File: src/rtl/core/bblru_pkg.sv
`timescale 1ns / 1ps
// ----------------------------------------------------------------------------
// bblru_pkg
// Shared types and constants of the byte-budget lru cache directory.
// ----------------------------------------------------------------------------
package bblru_pkg;

	localparam int KEY_W   = 48;
	localparam int HASH_W  = 32;
	localparam int FRAME_W = 16;
	localparam int SIZE_W  = 24;
	localparam int TOTAL_W = 33;
	localparam int AGE_W   = 8;
	localparam int KIND_W  = 3;

	localparam logic [31:0] BUDGET_RESET = 32'd67108864;
	localparam logic [AGE_W-1:0] AGE_MAX = {AGE_W{1'b1}};

	localparam logic OP_ACCESS = 1'b0;
	localparam logic OP_FLUSH  = 1'b1;

	localparam logic [KIND_W-1:0] KIND_HIT      = 3'd0;
	localparam logic [KIND_W-1:0] KIND_MISS     = 3'd1;
	localparam logic [KIND_W-1:0] KIND_INSERTED = 3'd2;
	localparam logic [KIND_W-1:0] KIND_EVICT    = 3'd3;
	localparam logic [KIND_W-1:0] KIND_FLUSHED  = 3'd4;

	typedef struct packed {
		logic               is_flush;
		logic [HASH_W-1:0]  key_hash;
		logic [FRAME_W-1:0] key_frame;
		logic               load_ok;
		logic [SIZE_W-1:0]  entry_bytes;
	} qitem_t;

	typedef struct packed {
		logic [KIND_W-1:0]  kind;
		logic [HASH_W-1:0]  out_hash;
		logic [FRAME_W-1:0] out_frame;
		logic [SIZE_W-1:0]  freed_bytes;
		logic [TOTAL_W-1:0] held_bytes;
		logic               last;
	} result_t;

endpackage

File: src/rtl/core/bblru_req_if.sv
`timescale 1ns / 1ps
// ----------------------------------------------------------------------------
// bblru_req_if
// Request channel: one access or flush per beat.
// ----------------------------------------------------------------------------
interface bblru_req_if;
	logic        valid;
	logic        ready;
	logic        operation;
	logic [31:0] key_hash;
	logic [15:0] key_frame;
	logic        load_ok;
	logic [23:0] entry_bytes;

	modport source (output valid, operation, key_hash, key_frame, load_ok, entry_bytes,
		input ready);
	modport sink (input valid, operation, key_hash, key_frame, load_ok, entry_bytes,
		output ready);
endinterface

File: src/rtl/core/bblru_rsp_if.sv
`timescale 1ns / 1ps
// ----------------------------------------------------------------------------
// bblru_rsp_if
// Result channel: one hit, miss, insert, eviction or flush report per beat.
// ----------------------------------------------------------------------------
interface bblru_rsp_if;
	logic        valid;
	logic        ready;
	logic [2:0]  kind;
	logic [31:0] out_hash;
	logic [15:0] out_frame;
	logic [23:0] freed_bytes;
	logic [32:0] held_bytes;
	logic        last;

	modport source (output valid, kind, out_hash, out_frame, freed_bytes, held_bytes, last,
		input ready);
	modport sink (input valid, kind, out_hash, out_frame, freed_bytes, held_bytes, last,
		output ready);
endinterface

File: src/rtl/core/bblru_cfg_if.sv
`timescale 1ns / 1ps
// ----------------------------------------------------------------------------
// bblru_cfg_if
// Configuration write channel for the byte budget register.
// ----------------------------------------------------------------------------
interface bblru_cfg_if;
	logic        valid;
	logic        ready;
	logic [31:0] byte_budget;

	modport source (output valid, byte_budget, input ready);
	modport sink (input valid, byte_budget, output ready);
endinterface

File: src/rtl/core/bblru_front.sv
`timescale 1ns / 1ps
// ----------------------------------------------------------------------------
// bblru_front
// Accepts request beats, classifies flush versus access and queues them.
// ----------------------------------------------------------------------------
module bblru_front
	import bblru_pkg::*;
(
	input  logic         clk,
	input  logic         arst_n,
	bblru_req_if.sink    req,
	output logic         q_valid,
	input  logic         q_pop,
	output qitem_t       q_item
);

	qitem_t     fifo_q [2];
	logic       wr_ptr_q;
	logic       rd_ptr_q;
	logic [1:0] count_q;
	logic       push;

	assign req.ready = (count_q != 2'd2);
	assign push      = req.valid && req.ready;
	assign q_valid   = (count_q != 2'd0);
	assign q_item    = fifo_q[rd_ptr_q];

	always_ff @(posedge clk or negedge arst_n) begin
		if (!arst_n) begin
			wr_ptr_q <= 1'b0;
			rd_ptr_q <= 1'b0;
			count_q  <= 2'd0;
		end else begin
			if (push) begin
				wr_ptr_q <= ~wr_ptr_q;
			end
			if (q_pop) begin
				rd_ptr_q <= ~rd_ptr_q;
			end
			case ({push, q_pop})
				2'b10:   count_q <= count_q + 2'd1;
				2'b01:   count_q <= count_q - 2'd1;
				default: count_q <= count_q;
			endcase
		end
	end

	always_ff @(posedge clk) begin
		if (push) begin
			fifo_q[wr_ptr_q].is_flush    <= (req.operation == OP_FLUSH);
			fifo_q[wr_ptr_q].key_hash    <= req.key_hash;
			fifo_q[wr_ptr_q].key_frame   <= req.key_frame;
			fifo_q[wr_ptr_q].load_ok     <= req.load_ok;
			fifo_q[wr_ptr_q].entry_bytes <= req.entry_bytes;
		end
	end

endmodule

File: src/rtl/core/bblru_back.sv
`timescale 1ns / 1ps
// ----------------------------------------------------------------------------
// bblru_back
// Directory sequencer: slot sweeps for lookup, recency update and oldest
// search, insert and eviction, and the result register.
// ----------------------------------------------------------------------------
module bblru_back
	import bblru_pkg::*;
#(
	parameter int ENTRIES = 32
) (
	input  logic         clk,
	input  logic         arst_n,
	input  logic         q_valid,
	output logic         q_pop,
	input  qitem_t       q_item,
	bblru_rsp_if.source  rsp,
	bblru_cfg_if.sink    cfg
);

	localparam int IW = $clog2(ENTRIES);
	localparam int CW = $clog2(ENTRIES + 1);

	localparam logic [2:0] B_IDLE    = 3'd0;
	localparam logic [2:0] B_SWEEP   = 3'd1;
	localparam logic [2:0] B_DECIDE  = 3'd2;
	localparam logic [2:0] B_HITDONE = 3'd3;
	localparam logic [2:0] B_INSERT  = 3'd4;
	localparam logic [2:0] B_CHECK   = 3'd5;
	localparam logic [2:0] B_FLUSH   = 3'd6;

	localparam logic [1:0] M_LOOK = 2'd0;
	localparam logic [1:0] M_HIT  = 2'd1;
	localparam logic [1:0] M_INS  = 2'd2;
	localparam logic [1:0] M_OLD  = 2'd3;

	logic [KEY_W-1:0]  key_mem   [ENTRIES];
	logic [SIZE_W-1:0] bytes_mem [ENTRIES];
	logic [AGE_W-1:0]  age_mem   [ENTRIES];

	logic [KEY_W-1:0]  key_rd_s1;
	logic [SIZE_W-1:0] bytes_rd_s1;
	logic [AGE_W-1:0]  age_rd_s1;
	logic              p_vld_s1;
	logic [IW-1:0]     p_idx_s1;

	logic [2:0]         state_q;
	logic [1:0]         mode_q;
	logic [CW-1:0]      rd_cnt_q;
	logic [ENTRIES-1:0] valid_q;
	logic [TOTAL_W-1:0] total_q;
	logic [CW-1:0]      used_q;
	logic [31:0]        budget_q;
	qitem_t             itm_q;

	logic               hit_q;
	logic [IW-1:0]      hit_idx_q;
	logic [AGE_W-1:0]   hit_age_q;
	logic               free_q;
	logic [IW-1:0]      free_idx_q;
	logic               old_q;
	logic [IW-1:0]      old_idx_q;
	logic [AGE_W-1:0]   old_age_q;
	logic [KEY_W-1:0]   old_key_q;
	logic [SIZE_W-1:0]  old_bytes_q;
	logic [IW-1:0]      slot_q;

	logic               ovalid_q;
	result_t            res_q;

	logic               out_free;
	logic               slot_vld;
	logic [AGE_W-1:0]   age_new;
	logic [AGE_W-1:0]   age_eff;
	logic               age_we;
	logic [KEY_W-1:0]   itm_key;
	logic [IW-1:0]      rd_addr;
	logic [TOTAL_W-1:0] total_less_old;
	logic               sweep_end;

	assign out_free       = !ovalid_q || rsp.ready;
	assign itm_key        = {itm_q.key_hash, itm_q.key_frame};
	assign rd_addr        = rd_cnt_q[IW-1:0];
	assign slot_vld       = valid_q[p_idx_s1];
	assign total_less_old = total_q - {{(TOTAL_W-SIZE_W){1'b0}}, old_bytes_q};
	assign sweep_end      = p_vld_s1 && (p_idx_s1 == IW'(ENTRIES - 1));
	assign q_pop          = (state_q == B_IDLE) && q_valid;
	assign cfg.ready      = 1'b1;

	assign rsp.valid       = ovalid_q;
	assign rsp.kind        = res_q.kind;
	assign rsp.out_hash    = res_q.out_hash;
	assign rsp.out_frame   = res_q.out_frame;
	assign rsp.freed_bytes = res_q.freed_bytes;
	assign rsp.held_bytes  = res_q.held_bytes;
	assign rsp.last        = res_q.last;

	// recency update of the slot in stage s1
	always_comb begin
		age_new = age_rd_s1;
		age_we  = 1'b0;
		case (mode_q)
			M_HIT: begin
				age_we = p_vld_s1;
				if (p_idx_s1 == hit_idx_q) begin
					age_new = '0;
				end else if (slot_vld && (age_rd_s1 < hit_age_q)) begin
					age_new = age_rd_s1 + AGE_W'(1);
				end
			end
			M_INS: begin
				age_we = p_vld_s1;
				if (p_idx_s1 == slot_q) begin
					age_new = '0;
				end else if (slot_vld && (age_rd_s1 != AGE_MAX)) begin
					age_new = age_rd_s1 + AGE_W'(1);
				end
			end
			default: age_new = age_rd_s1;
		endcase
		age_eff = (mode_q == M_INS) ? age_new : age_rd_s1;
	end

	always_ff @(posedge clk) begin
		key_rd_s1   <= key_mem[rd_addr];
		bytes_rd_s1 <= bytes_mem[rd_addr];
		age_rd_s1   <= age_mem[rd_addr];
		if (age_we) begin
			age_mem[p_idx_s1] <= age_new;
		end
		if (state_q == B_INSERT) begin
			key_mem[slot_q]   <= itm_key;
			bytes_mem[slot_q] <= itm_q.entry_bytes;
		end
	end

	always_ff @(posedge clk or negedge arst_n) begin
		if (!arst_n) begin
			state_q     <= B_IDLE;
			mode_q      <= M_LOOK;
			rd_cnt_q    <= '0;
			p_vld_s1    <= 1'b0;
			p_idx_s1    <= '0;
			valid_q     <= '0;
			total_q     <= '0;
			used_q      <= '0;
			budget_q    <= BUDGET_RESET;
			itm_q       <= '0;
			hit_q       <= 1'b0;
			hit_idx_q   <= '0;
			hit_age_q   <= '0;
			free_q      <= 1'b0;
			free_idx_q  <= '0;
			old_q       <= 1'b0;
			old_idx_q   <= '0;
			old_age_q   <= '0;
			old_key_q   <= '0;
			old_bytes_q <= '0;
			slot_q      <= '0;
			ovalid_q    <= 1'b0;
			res_q       <= '0;
		end else begin
			if (cfg.valid) begin
				budget_q <= cfg.byte_budget;
			end
			if (rsp.ready) begin
				ovalid_q <= 1'b0;
			end

			// sweep pipeline: read issue, then per-slot work in s1
			p_vld_s1 <= (state_q == B_SWEEP) && (rd_cnt_q != CW'(ENTRIES));
			p_idx_s1 <= rd_addr;
			if ((state_q == B_SWEEP) && (rd_cnt_q != CW'(ENTRIES))) begin
				rd_cnt_q <= rd_cnt_q + CW'(1);
			end
			if (p_vld_s1) begin
				if (mode_q == M_LOOK) begin
					if (slot_vld && (key_rd_s1 == itm_key)) begin
						hit_q     <= 1'b1;
						hit_idx_q <= p_idx_s1;
						hit_age_q <= age_rd_s1;
					end
					if (!slot_vld && !free_q) begin
						free_q     <= 1'b1;
						free_idx_q <= p_idx_s1;
					end
				end
				// oldest valid slot, lowest index on a tie
				if ((mode_q != M_HIT) && slot_vld && (!old_q || (age_eff > old_age_q))) begin
					old_q       <= 1'b1;
					old_idx_q   <= p_idx_s1;
					old_age_q   <= age_eff;
					old_key_q   <= key_rd_s1;
					old_bytes_q <= bytes_rd_s1;
				end
			end

			unique case (state_q)
				B_IDLE: begin
					if (q_valid) begin
						itm_q    <= q_item;
						rd_cnt_q <= '0;
						mode_q   <= M_LOOK;
						hit_q    <= 1'b0;
						free_q   <= 1'b0;
						old_q    <= 1'b0;
						state_q  <= q_item.is_flush ? B_FLUSH : B_SWEEP;
					end
				end
				B_SWEEP: begin
					if (sweep_end) begin
						unique case (mode_q)
							M_LOOK:  state_q <= B_DECIDE;
							M_HIT:   state_q <= B_HITDONE;
							default: state_q <= B_CHECK;
						endcase
					end
				end
				B_DECIDE: begin
					if (hit_q) begin
						rd_cnt_q <= '0;
						mode_q   <= M_HIT;
						state_q  <= B_SWEEP;
					end else if (!itm_q.load_ok) begin
						if (out_free) begin
							ovalid_q <= 1'b1;
							res_q    <= '{KIND_MISS, itm_q.key_hash, itm_q.key_frame, '0,
								total_q, 1'b1};
							state_q  <= B_IDLE;
						end
					end else if (used_q == CW'(ENTRIES)) begin
						// full directory drops its least-recent entry first
						if (out_free) begin
							valid_q[old_idx_q] <= 1'b0;
							total_q  <= total_less_old;
							used_q   <= used_q - CW'(1);
							ovalid_q <= 1'b1;
							res_q    <= '{KIND_EVICT, old_key_q[KEY_W-1:FRAME_W],
								old_key_q[FRAME_W-1:0], old_bytes_q, total_less_old, 1'b0};
							slot_q   <= old_idx_q;
							state_q  <= B_INSERT;
						end
					end else begin
						slot_q  <= free_idx_q;
						state_q <= B_INSERT;
					end
				end
				B_HITDONE: begin
					if (out_free) begin
						ovalid_q <= 1'b1;
						res_q    <= '{KIND_HIT, itm_q.key_hash, itm_q.key_frame, '0,
							total_q, 1'b1};
						state_q  <= B_IDLE;
					end
				end
				B_INSERT: begin
					valid_q[slot_q] <= 1'b1;
					total_q  <= total_q + {{(TOTAL_W-SIZE_W){1'b0}}, itm_q.entry_bytes};
					used_q   <= used_q + CW'(1);
					rd_cnt_q <= '0;
					mode_q   <= M_INS;
					old_q    <= 1'b0;
					state_q  <= B_SWEEP;
				end
				B_CHECK: begin
					if (out_free) begin
						ovalid_q <= 1'b1;
						if (total_q > {1'b0, budget_q}) begin
							valid_q[old_idx_q] <= 1'b0;
							total_q <= total_less_old;
							used_q  <= used_q - CW'(1);
							res_q   <= '{KIND_EVICT, old_key_q[KEY_W-1:FRAME_W],
								old_key_q[FRAME_W-1:0], old_bytes_q, total_less_old,
								(old_idx_q == slot_q)};
							if (old_idx_q == slot_q) begin
								state_q <= B_IDLE;
							end else begin
								rd_cnt_q <= '0;
								mode_q   <= M_OLD;
								old_q    <= 1'b0;
								state_q  <= B_SWEEP;
							end
						end else begin
							res_q   <= '{KIND_INSERTED, itm_q.key_hash, itm_q.key_frame, '0,
								total_q, 1'b1};
							state_q <= B_IDLE;
						end
					end
				end
				B_FLUSH: begin
					if (out_free) begin
						valid_q  <= '0;
						total_q  <= '0;
						used_q   <= '0;
						ovalid_q <= 1'b1;
						res_q    <= '{KIND_FLUSHED, '0, '0, '0, '0, 1'b1};
						state_q  <= B_IDLE;
					end
				end
				default: state_q <= B_IDLE;
			endcase
		end
	end

endmodule

File: src/rtl/core/byte_budget_lru_cache_directory.sv
`timescale 1ns / 1ps
// ----------------------------------------------------------------------------
// byte_budget_lru_cache_directory
// Size-aware lru directory with a byte budget and eviction reports.
// ----------------------------------------------------------------------------
// Requests enter a two-beat queue and are handled one at a time by a slot
// sequencer that walks the directory through one read port per array, one
// slot per cycle. A flush clears the directory and reports it. An access
// starts with a lookup sweep; a miss that is not inserted then reports a miss;
// a hit adds an age sweep and its result; a miss that is inserted adds the
// insert, an age sweep and a budget check, plus an oldest sweep for every
// budget eviction of an older entry. Results leave through a register; a
// stalled result holds the sequencer at its next report, and the queue takes
// new requests only while it has room. The byte budget resets to 64 MiB.
// ----------------------------------------------------------------------------
module byte_budget_lru_cache_directory
	import bblru_pkg::*;
#(
	parameter int ENTRIES = 32
) (
	input  logic         clk,
	input  logic         arst_n,
	bblru_req_if.sink    req,
	bblru_rsp_if.source  rsp,
	bblru_cfg_if.sink    cfg
);

	logic   q_valid;
	logic   q_pop;
	qitem_t q_item;

	bblru_front u_front (
		.clk    (clk),
		.arst_n (arst_n),
		.req    (req),
		.q_valid(q_valid),
		.q_pop  (q_pop),
		.q_item (q_item)
	);

	bblru_back #(
		.ENTRIES(ENTRIES)
	) u_back (
		.clk    (clk),
		.arst_n (arst_n),
		.q_valid(q_valid),
		.q_pop  (q_pop),
		.q_item (q_item),
		.rsp    (rsp),
		.cfg    (cfg)
	);

endmodule

File: src/flat_wrapper.sv
// flat-port wrapper written by rule: the top's interface ports become plain ports
module byte_budget_lru_cache_directory_flat import bblru_pkg::*;
#(
	parameter int ENTRIES = 32
)
  (clk, arst_n, req_valid, req_operation, req_key_hash, req_key_frame, req_load_ok, req_entry_bytes, req_ready, rsp_valid, rsp_kind, rsp_out_hash, rsp_out_frame, rsp_freed_bytes, rsp_held_bytes, rsp_last, rsp_ready, cfg_valid, cfg_byte_budget, cfg_ready);
  bblru_req_if req_i ();
  bblru_rsp_if rsp_i ();
  bblru_cfg_if cfg_i ();
  input  logic clk;
  input  logic arst_n;
  input wire logic [$bits(req_i.valid)-1:0] req_valid;
  input wire logic [$bits(req_i.operation)-1:0] req_operation;
  input wire logic [$bits(req_i.key_hash)-1:0] req_key_hash;
  input wire logic [$bits(req_i.key_frame)-1:0] req_key_frame;
  input wire logic [$bits(req_i.load_ok)-1:0] req_load_ok;
  input wire logic [$bits(req_i.entry_bytes)-1:0] req_entry_bytes;
  output wire logic [$bits(req_i.ready)-1:0] req_ready;
  output wire logic [$bits(rsp_i.valid)-1:0] rsp_valid;
  output wire logic [$bits(rsp_i.kind)-1:0] rsp_kind;
  output wire logic [$bits(rsp_i.out_hash)-1:0] rsp_out_hash;
  output wire logic [$bits(rsp_i.out_frame)-1:0] rsp_out_frame;
  output wire logic [$bits(rsp_i.freed_bytes)-1:0] rsp_freed_bytes;
  output wire logic [$bits(rsp_i.held_bytes)-1:0] rsp_held_bytes;
  output wire logic [$bits(rsp_i.last)-1:0] rsp_last;
  input wire logic [$bits(rsp_i.ready)-1:0] rsp_ready;
  input wire logic [$bits(cfg_i.valid)-1:0] cfg_valid;
  input wire logic [$bits(cfg_i.byte_budget)-1:0] cfg_byte_budget;
  output wire logic [$bits(cfg_i.ready)-1:0] cfg_ready;
  assign req_i.valid = req_valid;
  assign req_i.operation = req_operation;
  assign req_i.key_hash = req_key_hash;
  assign req_i.key_frame = req_key_frame;
  assign req_i.load_ok = req_load_ok;
  assign req_i.entry_bytes = req_entry_bytes;
  assign req_ready = req_i.ready;
  assign rsp_valid = rsp_i.valid;
  assign rsp_kind = rsp_i.kind;
  assign rsp_out_hash = rsp_i.out_hash;
  assign rsp_out_frame = rsp_i.out_frame;
  assign rsp_freed_bytes = rsp_i.freed_bytes;
  assign rsp_held_bytes = rsp_i.held_bytes;
  assign rsp_last = rsp_i.last;
  assign rsp_i.ready = rsp_ready;
  assign cfg_i.valid = cfg_valid;
  assign cfg_i.byte_budget = cfg_byte_budget;
  assign cfg_ready = cfg_i.ready;
  byte_budget_lru_cache_directory #(.ENTRIES(ENTRIES)) u_core (.clk(clk), .arst_n(arst_n), .req(req_i), .rsp(rsp_i), .cfg(cfg_i));
endmodule
File: config.mk
export PLATFORM = sky130hd
export DESIGN_NAME = byte_budget_lru_cache_directory_flat
export DESIGN_NICKNAME = d
export VERILOG_FILES = /design/src/rtl/core/bblru_pkg.sv /design/src/rtl/core/bblru_req_if.sv /design/src/rtl/core/bblru_rsp_if.sv /design/src/rtl/core/bblru_cfg_if.sv /design/src/rtl/core/bblru_front.sv /design/src/rtl/core/bblru_back.sv /design/src/rtl/core/byte_budget_lru_cache_directory.sv /design/src/flat_wrapper.sv
export SDC_FILE = /design/constraint.sdc
export NUM_CORES = 2
export LEC_CHECK = 0
export BUFFER_PORTS_ARGS = -buffer_cell sky130_fd_sc_hd__buf_2
export CORE_ASPECT_RATIO = 0.8
export CORE_UTILIZATION = 60
export DETAILED_ROUTE_END_ITERATION = 8
export PLACE_DENSITY = 0.77
export SYNTH_ARGS = -nofsm -noshare
export SYNTH_HDL_FRONTEND = slang
export SYNTH_HIERARCHICAL = 1
export SYNTH_SLANG_ARGS = --single-unit
File: constraint.sdc
create_clock -name clk -period 6.19 [get_ports clk]
set_input_delay 0.3095 -clock clk [delete_from_list [all_inputs] [get_ports clk]]
set_output_delay 0.3095 -clock clk [all_outputs]
set_load 0.1 [all_outputs]
# Yosys cells after proc, flatten, opt, wreduce, memory -nomap -nowiden
# Memories as Yosys holds them, arrays and structs flattened. A register that Yosys moved wholly into a read port is not among the register bits.
# Index checks and enable logic that the tools add are counted.
[op_classes] n_eq_ne=37 magnitude_cmp=8 add_sub_neg=8 reduce_logical=37 n_mux=105 bitwise=6
[ops] cell="109-bit 2-to-1 mux" count=8
[ops] cell="109-bit one-hot mux with 4 select lines" count=1
[ops] cell="33-bit 2-to-1 mux" count=7
[ops] cell="32-bit 2-to-1 mux" count=7
[ops] cell="33-bit one-hot mux with 4 select lines" count=1
[ops] cell="32-bit one-hot mux with 4 select lines" count=1
[ops] cell="107-bit 2-to-1 mux" count=1
[ops] cell="6-bit 2-to-1 mux" count=13
[ops] cell="48-bit equality test" count=1
[ops] cell="6-bit one-hot mux with 4 select lines" count=2
[ops] cell="8-bit 2-to-1 mux" count=5
[ops] cell="33-bit by 24-bit adder with 33-bit output" count=1
[ops] cell="33-bit by 32-bit greater-than comparator with 1-bit output" count=1
[ops] cell="33-bit by 24-bit subtractor with 33-bit output" count=1
[ops] cell="32-bit AND" count=1
[ops] cell="1-bit 2-to-1 mux" count=32
[ops] cell="32-bit inverter" count=1
[ops] cell="32-bit bitwise OR" count=1
[ops] cell="3-bit 2-to-1 mux" count=10
[ops] cell="2-bit != test (second input constant)" count=14
[ops] cell="5-bit by 6-bit < comparator with 1-bit output (second input constant)" count=3
[ops] cell="3-bit one-hot mux with 6 select lines" count=1
[ops] cell="8-bit one-hot mux with 2 select lines" count=1
[ops] cell="8-bit AND reduction" count=2
[ops] cell="other kinds (44)" count=85
[word_totals] register_bits=418 n_memories=4 ram_bits=2708 input_bits=111 word_cells=239 out_inout_bits=112
[memory_table] name="u_core.u_back.key_mem" words=32 word_bits=48 read_ports=1 rd_ports_with_merged_regs=1 wr=1 line="bblru_back.sv:37" source="logic [KEY_W-1:0] key_mem [ENTRIES];"
[memory_table] name="u_core.u_back.bytes_mem" words=32 word_bits=24 read_ports=1 rd_ports_with_merged_regs=1 wr=1 line="bblru_back.sv:38" source="logic [SIZE_W-1:0] bytes_mem [ENTRIES];"
[memory_table] name="u_core.u_back.age_mem" words=32 word_bits=8 read_ports=1 rd_ports_with_merged_regs=1 wr=1 line="bblru_back.sv:39" source="logic [AGE_W-1:0] age_mem [ENTRIES];"
[memory_table] name="u_core.u_front.fifo_q" words=2 word_bits=74 read_ports=1 rd_ports_with_merged_regs=0 wr=1 line="bblru_front.sv:17" source="qitem_t fifo_q [2];"

# Depth between registers and ports, before layout
[logic_depth] depth_word=16 ltp_mapped=22 mapped_depth_nobuf=19

# By module
# Netlist, hierarchy kept.
[by_module_without_submodules] mod="bblru_back" seq_area_each_um2=88836.5 cells_per_inst=6556 area_each_um2=122025.8 n_inst=1
[by_module_without_submodules] mod="bblru_front" seq_area_each_um2=4544.4 cells_per_inst=246 area_each_um2=5729.2 n_inst=1

# Least setup slack after synthesis
# Ideal clock, no wire load.
[synth_timing] path_kind="register to register" from="reg u_core.u_back.state_q[0]" to="mem u_core.u_back.bytes_mem[11][0] (enable)" stages_incl_launch_ff=8 setup_ns=0.504 arrival_ns=4.628 synth_period_minus_slack_ns=5.133 t_required_ns=5.686 slack_ns=1.057 path_buffers=2 path_cell_list="dfrtp_1 > clkbuf_1 > nor2b_1 > nand2b_1 > clkbuf_1 > inv_2 > nand3_1 > nor2_1"
[synth_via] elab_chain_cells=3
[synth_lines] element="from (decl)" line="bblru_back.sv:47" source="logic [2:0] state_q;"
[synth_lines] element="from (signal assigned)" line="bblru_back.sv:207" source="state_q <= q_item.is_flush ? B_FLUSH : B_SWEEP;"
[synth_lines] element="3-bit equality test" line="bblru_back.sv:131" source="if (state_q == B_INSERT) begin"
[synth_lines] element="1-bit 2-to-1 mux" line="bblru_back.sv:131"
[synth_lines] element="1-bit 2-to-1 mux (not written as such)" line="bblru_back.sv:133" source="bytes_mem[slot_q] <= itm_q.entry_bytes;"
[synth_lines] element="to (decl)" line="bblru_back.sv:38"
# No other way between the ends.

# Worst setup path in the final report
[layout_timing] from="reg u_core.u_back.p_idx_s1[1]" to="reg u_core.u_back.old_key_q[29]"
[layout_via] elab_chain_cells=11 elab_cells_between_ends=17 classes_between="order compare (1); eq/ne (2); mux (8); reduce/logical (6)"
[layout_lines] element="from (decl)" line="bblru_back.sv:45" source="logic [IW-1:0] p_idx_s1;"
[layout_lines] element="from (signal assigned)" line="bblru_back.sv:172" source="p_idx_s1 <= rd_addr;"
[layout_lines] element="1-bit binary-select mux with 5-bit select" line="bblru_back.sv:84" source="assign slot_vld = valid_q[p_idx_s1];"
[layout_lines] element="1-bit 2-to-1 mux (not written as such)" line="bblru_back.sv:84"
[layout_lines] element="1-bit logical AND, on equally long branches" line="bblru_back.sv:115, bblru_back.sv:107"
[layout_lines] element="8-bit 2-to-1 mux, on equally long branches" line="bblru_back.sv:115, bblru_back.sv:107"
[layout_lines] element="8-bit 2-to-1 mux, on equally long branches" line="bblru_back.sv:113, bblru_back.sv:105"
[layout_lines] element="8-bit one-hot mux with 2 select lines *" line="bblru_back.sv:102" source="case (mode_q)"
[layout_lines] element="net u_core.u_back.age_new[1]" line="bblru_back.sv:73" source="logic [AGE_W-1:0] age_new;"
[layout_lines] element="8-bit 2-to-1 mux *" line="bblru_back.sv:121" source="age_eff = (mode_q == M_INS) ? age_new : age_rd_s1;"
[layout_lines] element="net u_core.u_back.age_eff[1]" line="bblru_back.sv:74" source="logic [AGE_W-1:0] age_eff;"
[layout_lines] element="8-bit greater-than comparator *" line="bblru_back.sv:189" source="if ((mode_q != M_HIT) && slot_vld && (!old_q || (age_eff > old_age_q))) begin"
[layout_lines] element="1-bit logical OR *" line="bblru_back.sv:189"
[layout_lines] element="1-bit logical AND *" line="bblru_back.sv:189"
[layout_lines] element="2-bit AND reduction (no source line) *"
[layout_lines] element="to (signal assigned)" line="bblru_back.sv:193" source="old_key_q <= key_rd_s1;"
[layout_lines] element="to (decl)" line="bblru_back.sv:64" source="logic [KEY_W-1:0] old_key_q;"
# The timed path passes the listed nets; every way through them passes the cells marked *. The select of a mux whose other input is x is not followed.
# A chain may end at the register's enable or synchronous reset.

==> impl_metrics.tcl <==
set metrics [dict create \
    status "complete, but fails checks" \
    violations "negative hold slack" \
    root_buffer "clkbuf_16" \
    ys_ff_latch 3206 \
    rsz0062_at_grt "false" \
    crit_type "reg2reg" \
    syn_nets 7022 \
    pwr-share-comb 0.305 \
    dr_total_vias 69700 \
    nets 7487 \
    critPathMaxFanout 59 \
    peakVddDrop_uv 362 \
    die_h_um 415 \
    p_int_mw 46.9 \
    synth_top_area_cell "edfxtp_1" \
    drtPass1Iterations 6 \
    synth_cell_type_count 83 \
    coreArea_um2 212000 \
    yosysTopAreaCellShare 0.637 \
    drive_above_1_share 0.254 \
    routedWlPerCell_um 32.0 \
    grt_pass1_vias 69600 \
    fin_crit_ns 5.62 \
    clock_tree.htree_level_count 5 \
    synthToLayoutAreaGrowth_pct 13.1 \
    crit_path_end_kind "flip-flop" \
    clk_pin_slew_worst_paths_ns 0.06 \
    clockBufferDepth 4 \
    fmax_mhz 178 \
    ys.flop_type "edfxtp_1" \
    grt_usage 0.308 \
    p_leak_nw 48.3 \
    powerDensity_nw_per_um2 495 \
    synth_compound_area_frac 0.0509 \
    netlist_area_um2 128000 \
    cts_tree "done" \
    cts_sinks 3206 \
    r2r_start "u_core/u_back/p_idx_s1[1]" \
    synth_edf_count 2708 \
    worstPathRequired_ns 6.97 \
    initial_core_util 0.604 \
    fin_skew_ns 0.0626 \
    grt_first_pass_wirelength_um 480000 \
    synth_cells 6802 \
    syn_area_per_cell_um2 18.8 \
    synthSimpleGateAreaFrac 0.0286 \
    overflow 0 \
    holdCritPathClass "in2async" \
    setup_viol 0 \
    drt-vias-per-instance 6.74 \
    sequentialPowerShare 0.433 \
    synth.area.mux_share 0.155 \
    drv_slew 0 \
    ios 223 \
    layout.cells.most_common "edfxtp_1" \
    netSwitchingFraction 0.344 \
    cp-start-kind "flip-flop" \
    cts-buffers-inserted 313 \
    floorplan.rows 151 \
    async_flop_share 0.130 \
    antenna_found_initial 9 \
    drtIter0Drc 9335 \
    synthTopCellsByArea "edfxtp_1 (64%), mux4_2 (11%), dfrtp_1 (8.2%)" \
    startpoint "u_core/u_back/p_idx_s1[1]" \
    synth-xor-area-share 0.00795 \
    synth_top_family_by_area "multiplexers" \
    hold_viol 2 \
    fp.dieArea_um2 215000 \
    routed_wl_um 330000 \
    insertion_delay_ns 0.95 \
    cap_violations 0 \
    fin_tns_setup_ns 0 \
    synthAdderAreaFrac 0.0109 \
    fp.dieW_um 518 \
    antenna_left 0 \
    yosysSeqAreaShare 0.731 \
    post-route-period-util 0.907 \
    portBuffers 221 \
    mostFrequentLayoutCells "edfxtp_1 (2,708), mux4_2 (608), dfrtp_1 (411)" \
    num-fill-cells 13000 \
    whs_ns -0.00119 \
    switchingPower_mw 24.6 \
    hpwl_um 180000 \
    tightest_slew_ns 1.31 \
    drc 0 \
    cp.arrival_ns 6.39 \
    slew_headroom 0.124 \
    yosysWarnings 6 \
    clockPowerShare 0.262 \
    cts_setup_buffers 0 \
    gp_routability_congestion 0.880 \
    grt_max_degree 167 \
]
-- path summary, 6_finish.rpt --
path / depth (start not counted) / slack (ns) / end
worst max-delay path: 18 / 0.57 / u_core/u_back/old_key_q[29]
worst min-delay path: 2 / -0.001 / u_core/u_back/rsp.kind[1]
worst max register to register: 18 / 0.57 / u_core/u_back/old_key_q[29]
worst min register to register: 1 / 0.46 / u_core/u_back/old_bytes_q[8]
max in group asynchronous: 3 / 4.57 / u_core/u_back/old_key_q[20]
min in group clk: 3 / 0.05 / u_core/u_back/budget_q[10]
-- logic make-up after synthesis --
logic type                 Yosys count
buffers and inverters              492
xor gates and xnor gates           116
muxes                             1162
other                                1
adders and majority gates          109
and+or+nand+nor                    838
DFF                               3206
AOI/OAI and AO/OA                  878
-- what timing repair did --
item | in CTS | in global routing
gates resized for setup | 0 | 0
hold buffers | 121 | 0
hold endpoints to repair | 283 | 0
setup endpoints to repair | 0 | 0
-- area by class of cell --
class,instances,area (µm²),area share
clock buffers,420,8720,0.0604
well taps,2830,3540,0.0245
flip-flops and latches,3206,93400,0.647
repair buffers,532,4390,0.0304
inverters,110,420,0.00291
multi-input cells,3104,32700,0.226
diodes,3,7.51,0.0000520
clock inverters,131,1240,0.00858
-- power by group through the flow --
stage	sequential [mW]	clock, mW	combinational, mW
2_1_floorplan	33.0	0	12.8
3_3_place_gp	31.1	0	20.8
3_5_place_dp	31.3	0	21.3
4_1_cts	30.8	18.9	21.6
5_1_grt	31.1	19.7	23.0
6_report	30.9	18.7	21.8
-- state kept, by name, summed over array words and instances (netlist names), 16 cells and up --
signal / cells
u_core/u_back/old_key_q: 48
u_core/u_back/key_mem: 1536
u_core/u_back/age_mem: 256
u_core/u_back/bytes_rd_s1: 24
u_core/u_back/rsp.out_hash: 32
u_core/u_front/fifo_q: 148
u_core/u_back/total_q: 33
u_core/u_back/key_rd_s1: 48
u_core/u_back/itm_key: 48
u_core/u_back/bytes_mem: 768
u_core/u_back/budget_q: 32
u_core/u_back/old_bytes_q: 24
u_core/u_back/rsp.held_bytes: 33
u_core/u_back/valid_q: 32
u_core/u_back/rsp.out_frame: 16
u_core/u_back/itm_q: 25
u_core/u_back/rsp.freed_bytes: 24
-- per-stage QoR --
step	instance area [µm²]	worst slack, ns	std cells	util	total power, mW
detailed placement	133000	0.704	9661	0.630	52.6
floorplan	128000	1.06	6802	-	45.8
CTS	144000	0.662	10300	0.683	71.3
global placement	133000	0.672	9661	0.630	51.9
global route	144000	0.273	10300	0.683	73.8
finish	144000	0.574	10300	0.683	71.4
-- worst max-delay path, stage by stage, from the launching register on --
cell      delay, ns
dfrtp_1        0.89
mux4_2         0.45
a32oi_1        0.22
nand4_1        0.41
nand2_1        0.26
a21oi_1        0.19
a21oi_1        0.39
o221ai_2       0.16
mux2_2         0.30
ha_1           0.29
nor2b_1        0.13
o21ai_0        0.17
nand2b_1       0.08
a21oi_1        0.20
o21ai_0        0.10
o21ai_0        0.17
a21o_4         0.22
buf_12         0.26
mux2_2         0.40
-- synth_stat cells, types with 46 or more instances --
| library cell | instances |
|---|---|
| mux2i_1 | 265 |
| mux2_2 | 239 |
| ha_1 | 106 |
| edfxtp_1 | 2708 |
| a21oi_1 | 177 |
| buf_1 | 68 |
| a221oi_2 | 68 |
| mux4_2 | 608 |
| clkbuf_1 | 244 |
| o21ai_0 | 169 |
| nand2_1 | 292 |
| a21o_1 | 52 |
| o22ai_1 | 46 |
| mux2_4 | 50 |
| dfxtp_1 | 80 |
| xnor2_1 | 60 |
| nor2_1 | 340 |
| inv_1 | 108 |
| xor2_1 | 56 |
| o221ai_1 | 169 |
| dfrtp_1 | 417 |
| buf_2 | 54 |
-- per-layer routing --
metal | up-vias | wire length, µm | global-route usage
met1 | 36300 | 125000 | 0.437
met5 | - | 0 | 0
met3 | 701 | 33300 | 0.0508
met4 | 0 | 11700 | 0.106
met2 | 4299 | 160000 | 0.492
li1 | 28400 | - | -
Note: power is estimated with default switching activity, not from simulation.
